==> src/hw/rtl/spnh_ram.sv <==
// spnh_ram: generic single-port-write, single-read RAM with registered read.
// No dependencies.
module spnh_ram #(
  parameter int WIDTH = 8,
  parameter int DEPTH = 16
) (
  input  logic                     clk,
  input  logic                     we,
  input  logic [$clog2(DEPTH)-1:0] waddr,
  input  logic [WIDTH-1:0]         wdata,
  input  logic [$clog2(DEPTH)-1:0] raddr,
  output logic [WIDTH-1:0]         rdata
);
  logic [WIDTH-1:0] mem [DEPTH];
  always_ff @(posedge clk) begin
    if (we) mem[waddr] <= wdata;
    rdata <= mem[raddr];
  end
endmodule

==> config.mk <==
export PLATFORM = sky130hd
export DESIGN_NAME = spnh_ram
export DESIGN_NICKNAME = d
export VERILOG_FILES = /design/src/hw/rtl/spnh_ram.sv
export SDC_FILE = /design/constraint.sdc
export NUM_CORES = 1
export LEC_CHECK = 0
export BUFFER_PORTS_ARGS = -buffer_cell sky130_fd_sc_hd__buf_4
export CORE_ASPECT_RATIO = 1.75
export CORE_MARGIN = 10
export CORE_UTILIZATION = 55
export CTS_CLUSTER_SIZE = 25
export DETAILED_ROUTE_END_ITERATION = 6
export PLACE_DENSITY_LB_ADDON = 0.08
export SETUP_SLACK_MARGIN = 0.02
export SLEW_MARGIN = 5
export SYNTH_ARGS = -nofsm -noshare
export SYNTH_HDL_FRONTEND = slang
export SYNTH_SLANG_ARGS = --single-unit
export TNS_END_PERCENT = 1
==> constraint.sdc <==
create_clock -name clk -period 4.3 [get_ports clk]
set_input_delay 0.215 -clock clk [delete_from_list [all_inputs] [get_ports clk]]
set_output_delay 0.215 -clock clk [all_outputs]
set_load 0.01 [all_outputs]
==> results of run 1 <==
[power by group through the flow]
| stage | registers [W] | logic [W] | clock network (W) |
|---|---|---|---|
| after floorplan | 0.00152 | 0.0000752 | 0 |
| after global placement | 0.00152 | 0.000140 | 0 |
| after detailed placement | 0.00152 | 0.000142 | 0 |
| after CTS | 0.00149 | 0.000142 | 0.00138 |
| after global routing | 0.00149 | 0.000152 | 0.00144 |
| final | 0.00149 | 0.000139 | 0.00136 |
[per-stage QoR]
stage / instance area [µm²] / util [%] / hold WS, ns
floorplan: 5150 / - / 0.314
global placement: 5420 / 59.6 / 0.515
detailed placement: 5420 / 59.6 / 0.528
CTS: 5980 / 65.7 / 0.102
global route: 5980 / 65.7 / 0.110
finish: 5980 / 65.7 / 0.114
[kinds of logic after synthesis]
| kind of cell | Yosys count | share of synthesized area, % |
|---|---|---|
| AND/OR/NAND/NOR | 35 | 3.18 |
| buffers and inverters | 10 | 1.68 |
| AO/OA/AOI/OAI | 16 | 2.33 |
| multiplexers | 32 | 15.0 |
| flip-flops | 136 | 77.8 |
[layout make-up]
type                       count  share of cell area [%]
multi-input combinational     83                    17.8
clock buffer                  22                    7.60
sequential                   136                    67.0
clock inverter                10                    1.76
timing repair buffer          27                    3.39
tap                          120                    2.51
[placed cells by master, fill, tap and decap left out, types with 3 or more instances in the layout]
cell type	netlist	layout
sky130_fd_sc_hd__nor2_1	13	13
sky130_fd_sc_hd__mux4_2	18	18
sky130_fd_sc_hd__dfxtp_1	8	8
sky130_fd_sc_hd__clkbuf_1	0	4
sky130_fd_sc_hd__buf_4	1	27
sky130_fd_sc_hd__mux4_1	14	14
sky130_fd_sc_hd__edfxtp_1	128	128
sky130_fd_sc_hd__nand2_1	9	9
sky130_fd_sc_hd__a22oi_1	16	16
sky130_fd_sc_hd__clkbuf_16	0	17
sky130_fd_sc_hd__nor3_1	4	3
sky130_fd_sc_hd__clkinv_2	0	6
[state kept, by name, summed over array words and instances (netlist names)]
name / count
mem: 128
rdata: 8
[per-layer routing]
layer,part of all wire [%],GRT usage (%),vias up
li1,-,-,1045
met1,41,18.0,1225
met2,54,24.6,57
met3,3.9,5.02,11
met4,1.4,6.05,0
met5,0,0,-
[path summary, 6_finish.rpt]
path / slack (ns) / end / depth (start not counted) / startpoint
max: 2.59 / mem[0][6] / 3 / waddr[2]
min: 0.11 / mem[7][0] / 1 / wdata[0]
max reg2reg: 2.94 / rdata[5] / 3 / mem[0][5]
min reg2reg: 0.67 / rdata[7] / 3 / mem[15][7]
==> flow_summary.ini, run 1 <==
[sta]
hold_viol = 0
max_slew.worst_pin.slew_ns = 1.13
setup_slack_ns = 2.59
fin_crit_ns = 1.71
final.period_utilization_pct = 39.7
count_of_pins_over_their_slew_limit = 0
fin_worst_skew_ns = 0.00409
max_clock_freq_mhz = 586
fin_tns_setup_ns = 0
timing.final.setup_violations = 0
timing.slew.headroom_pct = 24.4
grt_setup_unrepaired = no

[synth]
yosys-top-cells-count = sky130_fd_sc_hd__edfxtp_1, sky130_fd_sc_hd__mux4_2, sky130_fd_sc_hd__a22oi_1
number_of_flops_mapped_to_enable_cells_by_yosys = 128
post-synth-top-area-cell = sky130_fd_sc_hd__edfxtp_1
synth_top_flop_cell = sky130_fd_sc_hd__edfxtp_1
ys_ff_latch = 136
synthesized_area_per_cell_um2 = 22.5
yosysWarningCount = 0
synth.yosys.seq_area_share_pct = 77.8
postSynthCellCount = 229
synth_async_sr_flop_share_pct = 0
ys_types = 19
post_synth_instance_area_um2 = 5150
synth_top_cells_by_area = sky130_fd_sc_hd__edfxtp_1, sky130_fd_sc_hd__mux4_2, sky130_fd_sc_hd__mux4_1
number_of_nets_produced_by_synthesis = 247
synthMostInstantiatedCell = sky130_fd_sc_hd__edfxtp_1
area_share_of_the_leading_cell_type_in_the_synthesized_netlist_pct = 74.7

[power_and_ir_drop]
total_switching_power_w = 0.000586
switching_share_pct = 19.6
power_report.internal_total_w = 0.00241
static-leakage-power_nw = 2.00
p_seq_share_pct = 49.8
worst_ir_drop_vdd_v = 0.000442
post_layout_power_w = 0.00299
power-per-cell-area_nw_per_um2 = 500
p_clk_share_pct = 45.5
pwr-share-comb_pct = 4.7

[hold_path]
holdCritPathClass = primary input to flip-flop

[place]
finalWeightedCongestion = 0.740
preCtsSetupSlack_ns = 2.13
port-buffer-count = 25
total_instance_count_after_detailed_placement = 366
post-dp-hpwl_mm = 6.11

[grt]
grt_pass1_wl_mm = 15.1
grt.total_usage_pct = 15.1
grt_antenna_before_repair = 0
sum_of_overflow_across_all_layers_after_global_routing = 0
maximum_number_of_pins_on_one_net_before_global_route_repair = 33
first_global_vias = 2572

[outcome]
status = complete, no violations

[layout]
finish.net_count = 283
seq_area_um2 = 4000
antenna_cells_inserted = 0
layout_cell_share_with_drive_strength_beyond_1_pct = 27.0
fillCellCount = 643
multi_input_area_um2 = 1060
instances_no_fill = 398
syn2layout_area_growth_pct = 16.1

[clocking]
cts_root_buf = sky130_fd_sc_hd__clkbuf_16
clock_insertion_delay_worst_skew_ns = 0.41
ctsHoldBuffers = 0
cts_resized = 0
cts.path.max_buffers = 2
numCtsBuffers = 17
cts_setup_buffers = 0
numClockSinks = 136
clk_pin_slew_ns = 0.05
cts_tree = done
h-tree-depth = 4

[setup_path]
required_ns = 4.32
worstPathArrival_ns = 1.73
slowest_delay_ns = 0.88
timing.critical_path.to_type = flip-flop
cell_chain_critical_path = buf_4 > or3b_2 > nor3_1
sum_of_buffers_and_inverters_on_the_critical_path = 1
critPathTopFamily = simple AND/OR/NAND/NOR gates
critPathKind = primary input to flip-flop
timing.critical_path.from_type = primary input
crit_fanout = 8
critPathSlowestCell = sky130_fd_sc_hd__nor3_1

[job]
maxCapViolCount = 0

[floorplan]
die_height_um = 148
chipWidth_um = 93.1
core.rowCount = 46
dieArea_um2 = 13800
placeable_core_region_um2 = 9090
num_io_pins = 26
initial_core_util_pct = 56.6

[route]
antenna_left = 0
detail_route.wl_per_cell_um = 23.9
detailedRoute.firstIterationViolations = 261
dr_total_vias = 2338
route.detailed.vias_per_inst = 5.87
wirelength_mm = 9.51
drt_first_pass_iters = 4
drc = 0
No activity file was read; power rests on OpenSTA's default activity.
==> run 2, diff against run 1 <==
--- a/config.mk
+++ b/config.mk
@@ -5,6 +5,7 @@
 export SDC_FILE = /design/constraint.sdc
 export NUM_CORES = 1
 export LEC_CHECK = 0
+export ABC_AREA = 1
 export BUFFER_PORTS_ARGS = -buffer_cell sky130_fd_sc_hd__buf_4
 export CORE_ASPECT_RATIO = 1.75
 export CORE_MARGIN = 10
==> constraint.sdc (replaced) <==
create_clock -name clk -period 1.5 [get_ports clk]
set_input_delay 0.075 -clock clk [delete_from_list [all_inputs] [get_ports clk]]
set_output_delay 0.075 -clock clk [all_outputs]
set_load 0.01 [all_outputs]
==> flow_summary.ini, run 2 <==
[synth]
synth_async_sr_flop_share_pct = 0
synth.yosys.seq_area_share_pct = 69.4
ys_types = 12
synth_mux_area_share_pct = 0
ys_ff_latch = 136
synth_top_flop_cell = sky130_fd_sc_hd__edfxtp_1
synthesized_area_per_cell_um2 = 10.5
number_of_nets_produced_by_synthesis = 569
synth_top_cells_by_area = sky130_fd_sc_hd__edfxtp_1, sky130_fd_sc_hd__nand2_1, sky130_fd_sc_hd__nand3_1
area_share_of_the_leading_cell_type_in_the_synthesized_netlist_pct = 66.7
synthMostInstantiatedCell = sky130_fd_sc_hd__nand2_1
synthXorXnorAreaFrac_pct = 0
yosysWarningCount = 0
synthSimpleGateAreaFrac_pct = 21.0
synth_top_family_by_area = simple AND/OR/NAND/NOR gates
number_of_flops_mapped_to_enable_cells_by_yosys = 128
post-synth-top-area-cell = sky130_fd_sc_hd__edfxtp_1
yosys-top-cells-count = sky130_fd_sc_hd__nand2_1, sky130_fd_sc_hd__edfxtp_1, sky130_fd_sc_hd__inv_1
synth_adder_area_share_pct = 0
post_synth_instance_area_um2 = 5770
postSynthCellCount = 551
synth_compound_gate_area_share_pct = 0

[layout]
final_cell_mix = sky130_fd_sc_hd__nand2_1, sky130_fd_sc_hd__edfxtp_1, sky130_fd_sc_hd__inv_1
final_util_pct = 65.5
largest_register = mem
syn2layout_area_growth_pct = 16.9
biggestRegsByFlops = mem x128, rdata x8
largest_reg_flops = 128
fin_area_um2 = 6740
finish.net_count = 614
antenna_cells_inserted = 0
mostFrequentLayoutCell = sky130_fd_sc_hd__nand2_1
layout_cell_share_with_drive_strength_beyond_1_pct = 12.3
fillCellCount = 807

[job]
maxCapViolCount = 0

[sta]
count_of_pins_over_their_slew_limit = 0
timing.slew.headroom_pct = 78.4
max_slew.worst_pin.slew_ns = 0.324
max_clock_freq_mhz = 967
hold_viol = 0
grt_setup_unrepaired = no
final.period_utilization_pct = 69.0
fin_tns_setup_ns = 0
fin_crit_ns = 1.03
timing.final.setup_violations = 0
fin_worst_skew_ns = 0.0108

[hold_path]
holdCritPathClass = primary input to flip-flop
worst_hold_path.num_cells = 1

[place]
finalWeightedCongestion = 0.902
place_area_um2 = 6160
post-dp-hpwl_mm = 8.56
port-buffer-count = 25

[grt]
grt.total_usage_pct = 18.3
first_global_vias = 3884
grt_pass1_wl_mm = 21.3
sum_of_overflow_across_all_layers_after_global_routing = 0
grt_antenna_before_repair = 0
maximum_number_of_pins_on_one_net_before_global_route_repair = 35

[route]
dr_total_vias = 3912
drc = 20
detailedRoute.firstIterationViolations = 360
drt_first_pass_iters = 7
route.detailed.vias_per_inst = 5.32
wirelength_mm = 13.4
antenna_left = 0
detail_route.wl_per_cell_um = 18.2

[setup_path]
timing.critical_path.to_type = flip-flop
crit_fanout = 1
critPathSlowestCell = sky130_fd_sc_hd__edfxtp_1
timing.critical_path.from_type = flip-flop
worstPathArrival_ns = 1.34
cell_chain_critical_path = inv_1 > nand2_1 > nand3_1 > nand3_1 > nand3_1 > nand2_1
required_ns = 1.80
critPathTopFamily = simple AND/OR/NAND/NOR gates
rr_worst_depth = 6
sum_of_buffers_and_inverters_on_the_critical_path = 1
slowest_delay_ns = 0.37
crit_cells = 6
cp_common_cell = sky130_fd_sc_hd__nand3_1
critPathKind = flip-flop to flip-flop

[power_and_ir_drop]
post_layout_power_w = 0.00875
power-per-cell-area_nw_per_um2 = 1300
static-leakage-power_nw = 2.96
worst_ir_drop_vdd_v = 0.00101

[clocking]
numCtsBuffers = 17
clk_pin_slew_ns = 0.06
cts.path.max_buffers = 2
h-tree-depth = 4
ctsHoldBuffers = 2
cts_tree = done
clock_insertion_delay_worst_skew_ns = 0.42
cts_setup_buffers = 0
cts_root_buf = sky130_fd_sc_hd__clkbuf_16
numClockSinks = 136
cts_resized = 0

[floorplan]
core.rowCount = 49
dieArea_um2 = 15100
initial_core_util_pct = 56.0
placeable_core_region_um2 = 10300
num_io_pins = 26
chipWidth_um = 97.4
die_height_um = 155

[outcome]
violations = design-rule violations
status = finished, violations left
-- run 2: cell count changes in the layout (fill, tap and decap cells not counted), sizes merged, moves of 8 or more --
cell,delta
nand3,+96
clkbuf,+8
buf,+21
nand2,+164
inv,+102
mux4,-32
a22oi,-16
-- run 2: routing by layer --
metal  up-vias  global-route usage, %  part of all wire (%)
met5         -                      0                     0
met4         0                   10.2                   3.4
met3        29                   3.68                   5.7
met2       149                   31.1                    52
met1      1874                   21.1                    39
li1       1860                      -                     -
-- run 2: final timing paths --
check	from	to	slack (ns)
min reg2reg	mem[12][1]	rdata[1]	0.65
max reg2reg	mem[1][4]	rdata[4]	0.47
min	wdata[2]	mem[13][2]	0.006
max	mem[1][4]	rdata[4]	0.47
-- run 2: cells by family (layout without fill, tap and decap cells) --
group | Yosys count | count (layout)
buf+inv | 126 | 184
simple gates | 289 | 289
flops | 136 | 136
-- run 2: report_power, final --
group          switching, W  internal [W]
sequential        0.0000274       0.00425
combinational      0.000376      0.000192
clock               0.00142       0.00248
-- run 2: area by class of cell --
cell class	count	area, µm²	area share, %
Inverter	102	383	5.68
Sequential cell	136	4000	59.4
Multi-Input combinational cell	289	1210	18.0
Timing Repair Buffer	50	418	6.20
Clock buffer	30	557	8.26
Tap cell	127	159	2.36
Clock inverter	2	10.0	0.148
-- run 2: per-stage QoR --
stage | std cells | setup slack (ns) | hold WS [ns]
3_3_place_gp | 702 | 0.218 | 0.388
2_1_floorplan | 551 | 0.474 | 0.174
3_5_place_dp | 702 | 0.198 | 0.396
4_1_cts | 736 | 0.464 | 0.00169
6_report | 736 | 0.465 | 0.00574
5_1_grt | 736 | 0.379 | 0.0125
==> run 3, diff against run 2 <==
==> constraint.sdc (replaced) <==
create_clock -name clk -period 1.07 [get_ports clk]
set_input_delay 0.0535 -clock clk [delete_from_list [all_inputs] [get_ports clk]]
set_output_delay 0.0535 -clock clk [all_outputs]
set_load 0.01 [all_outputs]
==> flow_summary.ini, run 3 (synthesis results as in run 2) <==
[outcome]
status = complete, no violations

[floorplan]
dieArea_um2 = 15100
num_io_pins = 26
chipWidth_um = 97.4
die_height_um = 155
placeable_core_region_um2 = 10300
initial_core_util_pct = 56.0
core.rowCount = 49

[setup_path]
rr_endpoint = rdata[5]
reg2reg_setup_slack_ns = 0.07
rr_worst_depth = 6
worstPathArrival_ns = 1.31
required_ns = 1.38
timing.critical_path.to_type = flip-flop
critPathKind = flip-flop to flip-flop
timing.rr.start = mem[9][5]
timing.critical_path.from_type = flip-flop
crit_fanout = 1

[sta]
timing.final.setup_violations = 0
final.period_utilization_pct = 93.3
fin_worst_skew_ns = 0.00711
fin_crit_ns = 0.999
fin_tns_setup_ns = 0
max_slew.worst_pin.slew_ns = 0.283
grt_setup_unrepaired = yes
timing.slew.headroom_pct = 81.1
hold_viol = 0
max_clock_freq_mhz = 1000
count_of_pins_over_their_slew_limit = 0
setup_slack_ns = 0.0715

[power_and_ir_drop]
post_layout_power_w = 0.0133
worst_ir_drop_vdd_v = 0.00195
power-per-cell-area_nw_per_um2 = 1910
static-leakage-power_nw = 3.06

[clocking]
numClockSinks = 136
cts_setup_buffers = 0
clock_insertion_delay_worst_skew_ns = 0.41
h-tree-depth = 4
cts_root_buf = sky130_fd_sc_hd__clkbuf_16
cts_tree = done
numCtsBuffers = 17
cts.path.max_buffers = 2
clk_pin_slew_ns = 0.06

[layout]
mostFrequentLayoutCell = sky130_fd_sc_hd__nand2_1
largest_register = mem
syn2layout_area_growth_pct = 21.1
antenna_cells_inserted = 0
final_cell_mix = sky130_fd_sc_hd__nand2_1, sky130_fd_sc_hd__edfxtp_1, sky130_fd_sc_hd__inv_1
largest_reg_flops = 128
instances_no_fill = 745
biggestRegsByFlops = mem x128, rdata x8
finish.net_count = 624
layout_cell_share_with_drive_strength_beyond_1_pct = 13.9

[grt]
grt.total_usage_pct = 18.3
grt_antenna_before_repair = 0
maximum_number_of_pins_on_one_net_before_global_route_repair = 33
first_global_vias = 4031
grt_pass1_wl_mm = 21.3
sum_of_overflow_across_all_layers_after_global_routing = 0

[route]
detailedRoute.firstIterationViolations = 360
drc = 0
detail_route.wl_per_cell_um = 17.9
wirelength_mm = 13.3
antenna_left = 0
dr_total_vias = 3913
drt_first_pass_iters = 5
route.detailed.vias_per_inst = 5.25

[hold_path]
holdCritPathClass = primary input to flip-flop
hold_path_end = mem[5][0]
worst_hold_path.num_cells = 1
hp-start = wdata[0]

[place]
total_instance_count_after_detailed_placement = 706
post-dp-hpwl_mm = 8.32
finalWeightedCongestion = 0.862
port-buffer-count = 25
preCtsSetupSlack_ns = -0.0365

[job]
maxCapViolCount = 0
## run 3: cell types whose count changed in the layout (fill, tap and decap cells not counted), moves of 3 or more
cell                            previous run  this run
sky130_fd_sc_hd__bufinv_16                 0         6
sky130_fd_sc_hd__nand3_1                  97        93
sky130_fd_sc_hd__clkbuf_1                  7         2
sky130_fd_sc_hd__buf_12                    3         6
sky130_fd_sc_hd__clkinv_4                  0         3
sky130_fd_sc_hd__nand3_2                   0         4
sky130_fd_sc_hd__dlygate4sd3_1             2         8
sky130_fd_sc_hd__clkbuf_8                  4         0
## run 3: worst max-delay path by stage
stage	start	end	slack, ns
after floorplan	waddr[3]	mem[4][0]	0.07
after global placement	raddr[0]	rdata[7]	-0.02
after detailed placement	raddr[0]	rdata[7]	-0.04
after CTS	mem[9][7]	rdata[7]	0.05
after global routing	mem[7][0]	rdata[0]	0.008
final	mem[9][5]	rdata[5]	0.07
## run 3: per-stage QoR
step | utilization, % | cell area [µm²] | hold slack (ns)
finish | 67.8 | 6980 | 0.00714
global route | 67.8 | 6980 | 0.00376
CTS | 67.6 | 6960 | 0.00171
detailed placement | 60.4 | 6220 | 0.388
global placement | 60.4 | 6220 | 0.385
floorplan | - | 5770 | 0.152
## run 3: worst max-delay path, cell delays in order, from the launching register on
cell	delay [ns]
sky130_fd_sc_hd__edfxtp_1	0.36
sky130_fd_sc_hd__inv_1	0.07
sky130_fd_sc_hd__nand2_1	0.05
sky130_fd_sc_hd__nand3_1	0.09
sky130_fd_sc_hd__nand3_1	0.15
sky130_fd_sc_hd__nand3_2	0.12
sky130_fd_sc_hd__nand2_1	0.05
## run 3: report_power, final
| part | switching, W | total [W] | internal, W |
|---|---|---|---|
| sequential | 0.0000377 | 0.00599 | 0.00596 |
| combinational | 0.000539 | 0.000848 | 0.000309 |
| clock | 0.00212 | 0.00647 | 0.00435 |
## run 3: layout make-up
class / count / area [µm²]
repair buffers: 60 / 546
fillers: 788 / 3320
multi-input cells: 289 / 1230
flip-flops and latches: 136 / 4000
inverters: 102 / 383
well taps: 127 / 159
clock buffers: 19 / 433
clock inverters: 12 / 225
## run 3: repair_timing
action                                  in CTS  in global routing
hold buffers                                 8                  0
gates resized for setup                      0                  4
endpoints found under the hold margin      105                  0
endpoints found under the setup margin       0                  7
## run 3: layer usage
metal | GRT usage, % | vias to the layer above | share of wire (%)
li1 | - | 1880 | -
met4 | 11.5 | 0 | 4.1
met3 | 4.08 | 36 | 6.2
met5 | 0 | - | 0
met2 | 31.2 | 117 | 51
met1 | 20.3 | 1880 | 39
